[src/hdl/itar_pkg.sv]
// ----------------------------------------------------------------------------
// itar_pkg
// Shared types, constants and the digit-to-character mapping for the
// integer to ascii converter.
// ----------------------------------------------------------------------------
`default_nettype none

package itar_pkg;

    localparam int DIV_BITS = 8;
    localparam int COUNT_W  = 5;
    localparam int ROOM_W   = 16;
    localparam int BASE_W   = 5;

    localparam logic [7:0] ASCII_ZERO    = 8'h30;
    localparam logic [7:0] ASCII_MINUS   = 8'h2d;
    localparam logic [7:0] ASCII_UPPER_A = 8'h41;
    localparam logic [7:0] ASCII_LOWER_A = 8'h61;
    localparam logic [7:0] ASCII_NUL     = 8'h00;

    localparam logic [BASE_W-1:0] BASE_MIN = 5'd8;
    localparam logic [BASE_W-1:0] BASE_MAX = 5'd16;

    typedef struct packed {
        logic       valid;
        logic [3:0] value;
    } itar_digit_t;

    typedef struct packed {
        logic              start;
        logic              negative;
        logic              upper;
        logic [ROOM_W-1:0] limit;
    } itar_emit_ctl_t;

    function automatic logic [7:0] digit_char(input logic [3:0] d, input logic upper);
        logic [7:0] c;
        if (d < 4'd10) begin
            c = ASCII_ZERO + {4'b0000, d};
        end else if (upper) begin
            c = ASCII_UPPER_A + {4'b0000, d} - 8'd10;
        end else begin
            c = ASCII_LOWER_A + {4'b0000, d} - 8'd10;
        end
        return c;
    endfunction

endpackage

`default_nettype wire

[src/hdl/itar_conv.sv]
// ----------------------------------------------------------------------------
// itar_conv
// Digit generator: repeated division of the magnitude by the base, several
// quotient bits per cycle, least significant digit first.
// ----------------------------------------------------------------------------
`default_nettype none

module itar_conv #(
    parameter int VALUE_WIDTH = 64
) (
    input  wire logic                          aclk,
    input  wire logic                          aresetn,
    input  wire logic                          start,
    input  wire logic [VALUE_WIDTH-1:0]        magnitude,
    input  wire logic [itar_pkg::BASE_W-1:0]   base,
    output itar_pkg::itar_digit_t              digit,
    output logic                               done
);

    localparam int STEPS  = (VALUE_WIDTH + itar_pkg::DIV_BITS - 1) / itar_pkg::DIV_BITS;
    localparam int QW     = STEPS * itar_pkg::DIV_BITS;
    localparam int STEP_W = (STEPS > 1) ? $clog2(STEPS) : 1;

    logic [QW-1:0]                 quot_reg;
    logic [3:0]                    rem_reg;
    logic [itar_pkg::BASE_W-1:0]   base_reg;
    logic [STEP_W-1:0]             step_reg;
    logic                          busy_reg;

    logic [4:0]                    r;
    logic [itar_pkg::DIV_BITS-1:0] qbits;
    logic [QW-1:0]                 quot_shift;
    logic                          last_step;

    always_comb begin
        r = {1'b0, rem_reg};
        qbits = '0;
        for (int k = itar_pkg::DIV_BITS - 1; k >= 0; k--) begin
            r = {r[3:0], quot_reg[QW-itar_pkg::DIV_BITS+k]};
            if (r >= base_reg) begin
                r = r - base_reg;
                qbits[k] = 1'b1;
            end
        end
    end

    assign quot_shift = {quot_reg[QW-itar_pkg::DIV_BITS-1:0], qbits};
    assign last_step  = (step_reg == STEP_W'(STEPS - 1));

    assign digit.valid = busy_reg && last_step;
    assign digit.value = r[3:0];
    assign done        = busy_reg && last_step && (quot_shift == '0);

    always_ff @(posedge aclk) begin
        if (!aresetn) begin
            busy_reg <= 1'b0;
            step_reg <= '0;
        end else if (start) begin
            busy_reg <= 1'b1;
            step_reg <= '0;
        end else if (busy_reg) begin
            if (last_step) begin
                step_reg <= '0;
                busy_reg <= (quot_shift != '0);
            end else begin
                step_reg <= step_reg + STEP_W'(1);
            end
        end
    end

    always_ff @(posedge aclk) begin
        if (start) begin
            quot_reg <= QW'(magnitude);
            rem_reg  <= 4'd0;
            base_reg <= base;
        end else if (busy_reg) begin
            quot_reg <= quot_shift;
            rem_reg  <= last_step ? 4'd0 : r[3:0];
        end
    end

endmodule

`default_nettype wire

[src/hdl/itar_emit.sv]
// ----------------------------------------------------------------------------
// itar_emit
// Digit store and character emitter: sign first, then digits most
// significant first, clipped to the room limit, through an output register.
// ----------------------------------------------------------------------------
`default_nettype none

module itar_emit #(
    parameter int DIGIT_DEPTH = 22
) (
    input  wire logic                            aclk,
    input  wire logic                            aresetn,
    input  wire logic                            clear,
    input  wire itar_pkg::itar_digit_t           digit,
    input  wire itar_pkg::itar_emit_ctl_t        ctl,
    output logic                                 done,
    output logic                                 m_valid,
    input  wire logic                            m_ready,
    output logic [7:0]                           m_character,
    output logic                                 m_last,
    output logic                                 m_nothing_written,
    output logic [itar_pkg::COUNT_W-1:0]         m_count
);

    localparam int IDX_W = (DIGIT_DEPTH > 1) ? $clog2(DIGIT_DEPTH) : 1;
    localparam int CW    = itar_pkg::COUNT_W;

    logic [3:0]    store_mem [DIGIT_DEPTH];
    logic [CW-1:0] count_reg;
    logic          busy_reg;
    logic          neg_pend_reg;
    logic          upper_reg;
    logic [IDX_W-1:0] rd_ptr_reg;
    logic [CW-1:0] sent_reg;
    logic [CW-1:0] total_reg;

    logic          m_valid_reg;
    logic [7:0]    char_reg;
    logic          last_reg;
    logic          none_reg;
    logic [CW-1:0] cnt_reg;

    logic [CW-1:0] len;
    logic [CW-1:0] n_total;
    logic          load;
    logic [7:0]    item_char;
    logic          item_last;
    logic          item_none;
    logic [CW-1:0] item_cnt;

    assign len     = count_reg + {{(CW-1){1'b0}}, ctl.negative};
    assign n_total = ({{(itar_pkg::ROOM_W-CW){1'b0}}, len} > ctl.limit) ?
                     ctl.limit[CW-1:0] : len;
    assign load    = busy_reg && (!m_valid_reg || m_ready);

    always_comb begin
        if (total_reg == '0) begin
            item_char = itar_pkg::ASCII_NUL;
            item_last = 1'b1;
            item_none = 1'b1;
            item_cnt  = '0;
        end else begin
            item_char = neg_pend_reg ? itar_pkg::ASCII_MINUS :
                        itar_pkg::digit_char(store_mem[rd_ptr_reg], upper_reg);
            item_last = (sent_reg + CW'(1) == total_reg);
            item_none = 1'b0;
            item_cnt  = item_last ? total_reg : '0;
        end
    end

    assign done = load && item_last;

    // digit store and fill count
    always_ff @(posedge aclk) begin
        if (digit.valid) begin
            store_mem[count_reg[IDX_W-1:0]] <= digit.value;
        end
    end

    always_ff @(posedge aclk) begin
        if (!aresetn) begin
            count_reg <= '0;
        end else if (clear) begin
            count_reg <= '0;
        end else if (digit.valid) begin
            count_reg <= count_reg + CW'(1);
        end
    end

    // emission sequencing
    always_ff @(posedge aclk) begin
        if (!aresetn) begin
            busy_reg <= 1'b0;
        end else if (ctl.start) begin
            busy_reg <= 1'b1;
        end else if (load && item_last) begin
            busy_reg <= 1'b0;
        end
    end

    always_ff @(posedge aclk) begin
        if (ctl.start) begin
            neg_pend_reg <= ctl.negative;
            upper_reg    <= ctl.upper;
            rd_ptr_reg   <= IDX_W'(count_reg - CW'(1));
            sent_reg     <= '0;
            total_reg    <= n_total;
        end else if (load) begin
            sent_reg <= sent_reg + CW'(1);
            if (neg_pend_reg) begin
                neg_pend_reg <= 1'b0;
            end else begin
                rd_ptr_reg <= rd_ptr_reg - IDX_W'(1);
            end
        end
    end

    // output register
    always_ff @(posedge aclk) begin
        if (!aresetn) begin
            m_valid_reg <= 1'b0;
        end else if (load) begin
            m_valid_reg <= 1'b1;
        end else if (m_ready) begin
            m_valid_reg <= 1'b0;
        end
    end

    always_ff @(posedge aclk) begin
        if (load) begin
            char_reg <= item_char;
            last_reg <= item_last;
            none_reg <= item_none;
            cnt_reg  <= item_cnt;
        end
    end

    assign m_valid           = m_valid_reg;
    assign m_character       = char_reg;
    assign m_last            = last_reg;
    assign m_nothing_written = none_reg;
    assign m_count           = cnt_reg;

endmodule

`default_nettype wire

[src/hdl/integer_to_ascii_radix.sv]
// ----------------------------------------------------------------------------
// integer_to_ascii_radix
// Converts an integer to ASCII digits in a base from 8 to 16, sign first,
// most significant digit first, clipped to the room left in the buffer.
// ----------------------------------------------------------------------------
// operation: the divider yields each digit in one pass of 8 quotient bits a
//   cycle over a 64-bit operand; the launch state and the output register
//   come before the first character, then one character per cycle while the receiver is ready
// throughput: one transaction at a time
// reset: synchronous active low, clears control state, no clearing pass
`default_nettype none

module integer_to_ascii_radix #(
    parameter int VALUE_WIDTH = 64
) (
    input  wire logic                           aclk,
    input  wire logic                           aresetn,
    input  wire logic                           s_valid,
    output logic                                s_ready,
    input  wire logic [63:0]                    s_value,
    input  wire logic                           s_is_signed,
    input  wire logic [itar_pkg::BASE_W-1:0]    s_base,
    input  wire logic                           s_uppercase,
    input  wire logic [itar_pkg::ROOM_W-1:0]    s_room,
    output logic                                m_valid,
    input  wire logic                           m_ready,
    output logic [7:0]                          m_character,
    output logic                                m_last,
    output logic                                m_nothing_written,
    output logic [itar_pkg::COUNT_W-1:0]        m_count
);

    localparam int DIGIT_DEPTH = (VALUE_WIDTH + 2) / 3;

    typedef enum logic [3:0] {
        ST_IDLE   = 4'b0001,
        ST_CONV   = 4'b0010,
        ST_LAUNCH = 4'b0100,
        ST_EMIT   = 4'b1000
    } state_t;

    state_t state_reg, state_next;

    logic                          accept;
    logic [VALUE_WIDTH-1:0]        raw;
    logic                          neg;
    logic [VALUE_WIDTH-1:0]        magnitude;
    logic [itar_pkg::BASE_W-1:0]   base_clamped;
    logic                          neg_reg;
    logic                          upper_reg;
    logic [itar_pkg::ROOM_W-1:0]   limit_reg;

    itar_pkg::itar_digit_t         digit;
    itar_pkg::itar_emit_ctl_t      emit_ctl;
    logic                          conv_done;
    logic                          emit_done;

    assign s_ready = (state_reg == ST_IDLE);
    assign accept  = s_valid && s_ready;

    assign raw       = s_value[VALUE_WIDTH-1:0];
    assign neg       = s_is_signed && raw[VALUE_WIDTH-1];
    assign magnitude = neg ? (~raw + VALUE_WIDTH'(1)) : raw;

    always_comb begin
        priority if (s_base < itar_pkg::BASE_MIN) begin
            base_clamped = itar_pkg::BASE_MIN;
        end else if (s_base > itar_pkg::BASE_MAX) begin
            base_clamped = itar_pkg::BASE_MAX;
        end else begin
            base_clamped = s_base;
        end
    end

    always_ff @(posedge aclk) begin
        if (accept) begin
            neg_reg   <= neg;
            upper_reg <= s_uppercase;
            limit_reg <= (s_room == '0) ? '0 : s_room - itar_pkg::ROOM_W'(1);
        end
    end

    always_comb begin
        state_next = state_reg;
        unique case (state_reg)
            ST_IDLE:   if (accept) state_next = ST_CONV;
            ST_CONV:   if (conv_done) state_next = ST_LAUNCH;
            ST_LAUNCH: state_next = ST_EMIT;
            ST_EMIT:   if (emit_done) state_next = ST_IDLE;
            default:   state_next = ST_IDLE;
        endcase
    end

    always_ff @(posedge aclk) begin
        if (!aresetn) begin
            state_reg <= ST_IDLE;
        end else begin
            state_reg <= state_next;
        end
    end

    assign emit_ctl.start    = (state_reg == ST_LAUNCH);
    assign emit_ctl.negative = neg_reg;
    assign emit_ctl.upper    = upper_reg;
    assign emit_ctl.limit    = limit_reg;

    itar_conv #(
        .VALUE_WIDTH (VALUE_WIDTH)
    ) u_conv (
        .aclk      (aclk),
        .aresetn   (aresetn),
        .start     (accept),
        .magnitude (magnitude),
        .base      (base_clamped),
        .digit     (digit),
        .done      (conv_done)
    );

    itar_emit #(
        .DIGIT_DEPTH (DIGIT_DEPTH)
    ) u_emit (
        .aclk              (aclk),
        .aresetn           (aresetn),
        .clear             (accept),
        .digit             (digit),
        .ctl               (emit_ctl),
        .done              (emit_done),
        .m_valid           (m_valid),
        .m_ready           (m_ready),
        .m_character       (m_character),
        .m_last            (m_last),
        .m_nothing_written (m_nothing_written),
        .m_count           (m_count)
    );

    // assertions
    a_one_in_flight: assert property (@(posedge aclk) disable iff (!aresetn)
        (s_valid && s_ready) |=> !s_ready)
        else $error("input taken while a conversion is in flight");

    a_empty_is_last: assert property (@(posedge aclk) disable iff (!aresetn)
        (m_valid && m_nothing_written) |-> (m_last && m_count == '0))
        else $error("empty transaction not final or with nonzero count");

    a_count_on_last: assert property (@(posedge aclk) disable iff (!aresetn)
        (m_valid && !m_last) |-> (m_count == '0 && !m_nothing_written))
        else $error("count or empty flag on a non-final transaction");

    a_count_nonzero: assert property (@(posedge aclk) disable iff (!aresetn)
        (m_valid && m_last && !m_nothing_written) |-> (m_count != '0))
        else $error("final character transaction with zero count");

endmodule

`default_nettype wire

[config.mk]
export PLATFORM = sky130hd
export DESIGN_NAME = integer_to_ascii_radix
export DESIGN_NICKNAME = d
export VERILOG_FILES = /design/src/hdl/itar_pkg.sv /design/src/hdl/itar_conv.sv /design/src/hdl/itar_emit.sv /design/src/hdl/integer_to_ascii_radix.sv
export SDC_FILE = /design/constraint.sdc
export NUM_CORES = 1
export LEC_CHECK = 0
export ABC_AREA = 1
export BUFFER_PORTS_ARGS = -buffer_cell sky130_fd_sc_hd__buf_2
export CORE_MARGIN = 10
export CORE_UTILIZATION = 50
export CTS_CLUSTER_SIZE = 12
export DETAILED_ROUTE_END_ITERATION = 8
export GPL_TIMING_DRIVEN = 0
export PLACE_DENSITY_LB_ADDON = 0.1
export SYNTH_ARGS = -nofsm -noshare
export SYNTH_HDL_FRONTEND = slang
export SYNTH_SLANG_ARGS = --single-unit
[constraint.sdc]
create_clock -name aclk -period 17.7 [get_ports aclk]
set_input_delay 2.655 -clock aclk [delete_from_list [all_inputs] [get_ports aclk]]
set_output_delay 2.655 -clock aclk [all_outputs]
set_load 0.1 [all_outputs]
==> results of run 1 <==
## layout make-up
class	count	area, um2	area share [%]
Tap cell	378	473	2.93
Timing Repair Buffer	108	557	3.45
Clock inverter	5	46.3	0.287
Multi-Input combinational cell	1291	6780	41.9
Buffer	42	223	1.38
Clock buffer	40	743	4.60
Sequential cell	230	6620	41.0
Inverter	191	719	4.45
## worst register-to-register path, delay by kind of cell (launching register included)
| family | cells | cell delay, ns |
|---|---|---|
| AOI/OAI and AO/OA | 15 | 2.77 |
| buffers and inverters | 8 | 1.69 |
| and+or+nand+nor | 25 | 3.25 |
| DFF | 1 | 0.72 |
| adders and majority gates | 8 | 2.45 |
## placed cells by master, fill, tap and decap left out, types with 16 or more instances in the layout
| master | instances |
|---|---|
| nor2_1 | 222 |
| a21oi_1 | 35 |
| ha_1 | 58 |
| buf_2 | 125 |
| nand2_1 | 481 |
| nand4_1 | 28 |
| o21ai_1 | 23 |
| inv_1 | 183 |
| dfxtp_1 | 29 |
| o21ai_0 | 92 |
| nand3_1 | 156 |
| xor2_1 | 57 |
| xnor2_1 | 18 |
| clkbuf_16 | 26 |
| edfxtp_1 | 201 |
| nor3_1 | 16 |
| clkbuf_1 | 25 |
## worst max-delay path by stage
stage,startpoint,to,slack [ns],depth (start not counted)
5_1_grt,u_conv.base_reg[1],u_emit.store_mem[17][3],5.18,56
3_5_place_dp,u_conv.base_reg[1],u_emit.store_mem[18][3],6.43,56
4_1_cts,u_conv.base_reg[1],u_emit.store_mem[18][3],6.40,56
2_1_floorplan,u_conv.base_reg[1],u_emit.store_mem[0][0],8.16,55
6_report,u_conv.base_reg[1],u_emit.store_mem[16][3],6.49,56
3_3_place_gp,u_conv.base_reg[1],u_emit.store_mem[17][0],5.54,56
## cells by family after synthesis
kind of cell | count (synthesis) | share of synthesized area, %
muxes | 1 | 0.0787
other | 1 | 0.0262
adders and majority gates | 66 | 6.19
and+or+nand+nor | 956 | 28.6
xor gates and xnor gates | 76 | 4.70
buffers and inverters | 233 | 6.58
DFF | 230 | 46.2
AOI/OAI and AO/OA | 191 | 7.60
## per-layer routing
metal / vias to the layer above / wire (um) / global-route usage (%)
met3: 90 / 2130 / 2.76
li1: 6081 / - / -
met5: - / 0 / 0
met4: 0 / 1800 / 9.40
met1: 5603 / 16700 / 26.6
met2: 381 / 19100 / 37.1
## metrics by stage
step,setup WS [ns],utilization (%),instance area [um2],hold slack (ns),cells
detailed placement,6.43,54.8,15400,0.406,2240
global route,5.18,57.7,16200,0.453,2285
floorplan,8.16,-,14300,0.400,1754
finish,6.49,57.7,16200,0.421,2285
global placement,5.54,54.7,15300,0.402,2238
CTS,6.40,57.7,16200,0.421,2285
==> flow_metrics.py, run 1 <==
metrics = {
    "clocking": {
        "clk_pin_slew_ns": 0.06,
        "cts_setup_buffers": 0,
        "cts_buffers": 25,
        "cts-resized-gates": 0,
        "clk_latency_ns": 0.55,
        "clk_path_buf_depth": 3,
        "cts.sinks": 230,
        "h-tree-depth": 1,
        "cts_tree": "yes",
        "cts_root_buf": "clkbuf_16",
        "cts_hold_buf": 0,
    },
    "synthesis": {
        "syn_area_per_cell_um2": 8.16,
        "synthTopCellsByCount": "nand2_1, nor2_1, edfxtp_1",
        "yosys.area.top_type": "edfxtp_1",
        "syn_area_mm2": 0.0143,
        "syn_nets": 1911,
        "yosysWarnings": 0,
        "synth.area.top_cells": "edfxtp_1, nand2_1, nor2_1",
        "yosysMostFrequentCell": "nand2_1",
        "async_flop_share_pct": 0,
        "synth-edff-count": 201,
        "ys.flop_type": "edfxtp_1",
        "synth_cell_types": 52,
        "synth.top_cell.area_share_pct": 42.2,
        "syn_inst": 1754,
        "seq_area_frac_synth_pct": 46.2,
        "ys_ff_latch": 230,
    },
    "outcome": {
        "status": "finished, final reports clean",
    },
    "hold_path": {
        "hold_depth": 0,
        "hold_class": "flip-flop to flip-flop",
        "min_from": "upper_reg",
        "hold_end": "u_emit.upper_reg",
    },
    "route": {
        "antenna_left": 0,
        "vias": 12200,
        "drtPass1Iterations": 8,
        "wl_per_cell_um": 17.4,
        "dr.first_iter.drc_count": 898,
        "vias_per_cell": 5.32,
        "drc_errors": 0,
        "totalWireLength_um": 39700,
    },
    "grt": {
        "overflow": 0,
        "antenna_found_initial": 0,
        "grt_max_degree": 69,
        "track_usage_pct": 21.6,
        "grt_pass1_vias": 11900,
        "grt_pass1_wl_um": 62000,
    },
    "placement": {
        "port_buffers": 106,
        "gp_congestion": 0.976,
        "hpwl_um": 31300,
    },
    "worst_setup_path": {
        "slowest_delay_ns": 0.72,
        "startpoint_type": "flip-flop",
        "required_ns": 17.92,
        "cp_max_fo": 22,
        "r2r_end": "u_emit.store_mem[16][3]",
        "cp.arrival_ns": 11.43,
        "crit_buf_inv": 8,
        "criticalPathCategory": "flip-flop to flip-flop",
        "r2r_cells": 56,
        "reg2reg_slack_ns": 6.49,
        "path_common_cell": "nand2_1",
        "cp_top_family": "simple AND/OR/NAND/NOR gates",
        "end_kind": "flip-flop",
        "cp_slowest_cell": "edfxtp_1",
        "rr_startpoint": "u_conv.base_reg[1]",
    },
    "layout": {
        "diodes": 0,
        "largest_reg_flops": 88,
        "num-fill-cells": 2633,
        "drive_gt1_share_pct": 12.3,
        "synthToLayoutAreaGrowth_pct": 12.8,
        "final_nets": 2046,
    },
    "timing": {
        "skew_ns": 0.0270,
        "max_freq_ghz": 0.0892,
        "period_minus_slack_ns": 11.21,
        "setup_tns_ns": 0,
        "drv_slew": 0,
        "finalSetupViolations": 0,
        "fin_crit_sh_pct": 63.3,
        "rsz0062_at_grt": "no",
        "hold_viol": 0,
        "worst_pin_slew_ns": 0.923,
        "slew_headroom_pct": 38.5,
    },
    "run": {
        "drv_cap": 0,
    },
    "die": {
        "fp.coreArea_mm2": 0.0280,
        "num_rows": 61,
        "io_pins": 108,
        "die_h_um": 189,
        "die-area_mm2": 0.0358,
        "die_width_um": 189,
        "start_util_pct": 51.1,
    },
}
Power of run 1 is not shown: default switching activity piles up to over one toggle a cycle in this logic, so the estimate is an artifact.
==> run 2: changes to the inputs <==
Clock period 17.7 ns to 10.29 ns, I/O delays scaled along.
==> flow_metrics.py, run 2 (synthesis gave the netlist of run 1 again) <==
metrics = {
    "worst_setup_path": {
        "cp_max_fo": 11,
        "startpoint_type": "flip-flop",
        "cp.arrival_ns": 9.71,
        "cp_slowest_cell": "edfxtp_1",
        "criticalPathCategory": "flip-flop to flip-flop",
        "required_ns": 10.57,
        "end_kind": "flip-flop",
        "slowest_delay_ns": 0.43,
        "path_common_cell": "nand2_1",
    },
    "placement": {
        "place_area_mm2": 0.0154,
        "hpwl_um": 31300,
        "port_buffers": 106,
        "gp_congestion": 0.976,
    },
    "layout": {
        "synthToLayoutAreaGrowth_pct": 15.2,
        "fin_area_mm2": 0.0165,
        "layout_commonest_cell": "nand2_1",
        "largest_reg_flops": 88,
        "layout_common_cells": "nand2_1, nor2_1, edfxtp_1",
        "multi_input_area_mm2": 0.00688,
        "num-fill-cells": 2588,
        "final_nets": 2075,
        "diodes": 0,
        "drive_gt1_share_pct": 14.6,
        "seqCellArea_mm2": 0.00662,
    },
    "timing": {
        "worst_pin_slew_ns": 0.891,
        "skew_ns": 0.0263,
        "max_freq_ghz": 0.106,
        "period_minus_slack_ns": 9.43,
        "drv_slew": 0,
        "slew_headroom_pct": 40.6,
        "fin_crit_sh_pct": 91.7,
        "hold_viol": 0,
        "finalSetupViolations": 0,
    },
    "route": {
        "drc_errors": 0,
        "wl_per_cell_um": 17.6,
        "antenna_left": 0,
        "top_layer": "met4",
        "drtPass1Iterations": 7,
        "dr.first_iter.drc_count": 846,
        "wl_met1_um": 17000,
        "wl_met2_um": 19600,
        "totalWireLength_um": 40700,
        "vias_per_cell": 5.33,
        "wl_met3_um": 2320,
        "vias": 12300,
    },
    "die": {
        "start_util_pct": 51.1,
        "die_h_um": 189,
        "die_width_um": 189,
        "die-area_mm2": 0.0358,
        "num_rows": 61,
        "io_pins": 108,
        "fp.coreArea_mm2": 0.0280,
    },
    "grt": {
        "grt_max_degree": 69,
        "grt_pass1_wl_um": 62200,
        "grt_pass1_vias": 11900,
        "overflow": 0,
        "track_usage_pct": 21.6,
        "antenna_found_initial": 0,
    },
    "clocking": {
        "clk_latency_ns": 0.54,
        "cts_hold_buf": 0,
        "cts_tree": "yes",
        "cts_buffers": 25,
        "h-tree-depth": 1,
        "clk_path_buf_depth": 3,
        "cts.sinks": 230,
        "clk_pin_slew_ns": 0.06,
        "cts_root_buf": "clkbuf_16",
    },
    "outcome": {
        "status": "finished, final reports clean",
    },
    "run": {
        "drv_cap": 0,
    },
    "hold_path": {
        "hold_class": "flip-flop to flip-flop",
    },
}
==> run 2: cell types whose count changed in the layout (fill, tap and decap cells not counted), moves of 2 or more <==
cell / before / now
nand3_1: 156 / 154
buf_4: 5 / 29
o21ai_0: 92 / 88
inv_2: 6 / 11
a211oi_1: 2 / 0
buf_12: 0 / 2
inv_1: 183 / 173
o21ai_4: 2 / 5
nor2_4: 6 / 9
nand3_2: 5 / 7
clkinvlp_4: 1 / 5
and2_4: 0 / 2
==> run 2: final cells by class <==
type	instances	area share (%)
Clock inverter	5	0.281
Clock buffer	40	4.51
Multi-Input combinational cell	1294	41.7
Buffer	42	1.35
Timing Repair Buffer	134	4.71
Tap cell	378	2.87
Sequential cell	230	40.1
Inverter	191	4.47
==> run 2: final timing paths <==
check / startpoint / endpoint / slack [ns] / cells past startpoint
setup / recovery: u_conv.base_reg[1] / u_emit.store_mem[17][3] / 0.86 / 56
hold / removal: upper_reg / u_emit.upper_reg / 0.42 / 0
setup reg to reg: u_conv.base_reg[1] / u_emit.store_mem[17][3] / 0.86 / 56
hold reg to reg: upper_reg / u_emit.upper_reg / 0.42 / 0
==> run 2: critical path: cells and delay by family, from the launching register on <==
| kind | cells | cell delay, ns |
|---|---|---|
| buffers and inverters | 9 | 1.26 |
| AO/OA/AOI/OAI | 13 | 2.12 |
| flip-flops | 1 | 0.43 |
| adder cells (fa/ha/maj) | 8 | 2.57 |
| AND/OR/NAND/NOR | 25 | 2.62 |
| XOR/XNOR | 1 | 0.16 |
==> run 2: routing by layer <==
layer,up-vias,track usage [%]
met4,0,9.52
met1,5735,26.6
li1,6142,-
met5,-,0
met2,379,37.3
met3,87,2.77
==> run 2: metrics by stage <==
stage	util [%]	std cells	hold slack [ns]	setup slack [ns]	setup TNS (ns)
2_1_floorplan	-	1754	0.400	0.755	0
3_3_place_gp	54.7	2238	0.402	-1.87	-129.44
3_5_place_dp	54.8	2240	0.406	-0.979	-70.80
4_1_cts	57.9	2287	0.421	0.0784	0
5_1_grt	58.9	2314	0.453	-0.0135	-0.0526
6_report	58.9	2314	0.420	0.857	0
==> run 2: repair_timing <==
action | CTS | global route
pin swaps | 1 | 6
endpoints found under the hold margin | 0 | 0
buffers inserted | 2 | 24
endpoints found under the setup margin | 97 | 97
gates cloned | 0 | 3
resized for setup | 11 | 22
Power of run 2 is left out for the same reason.
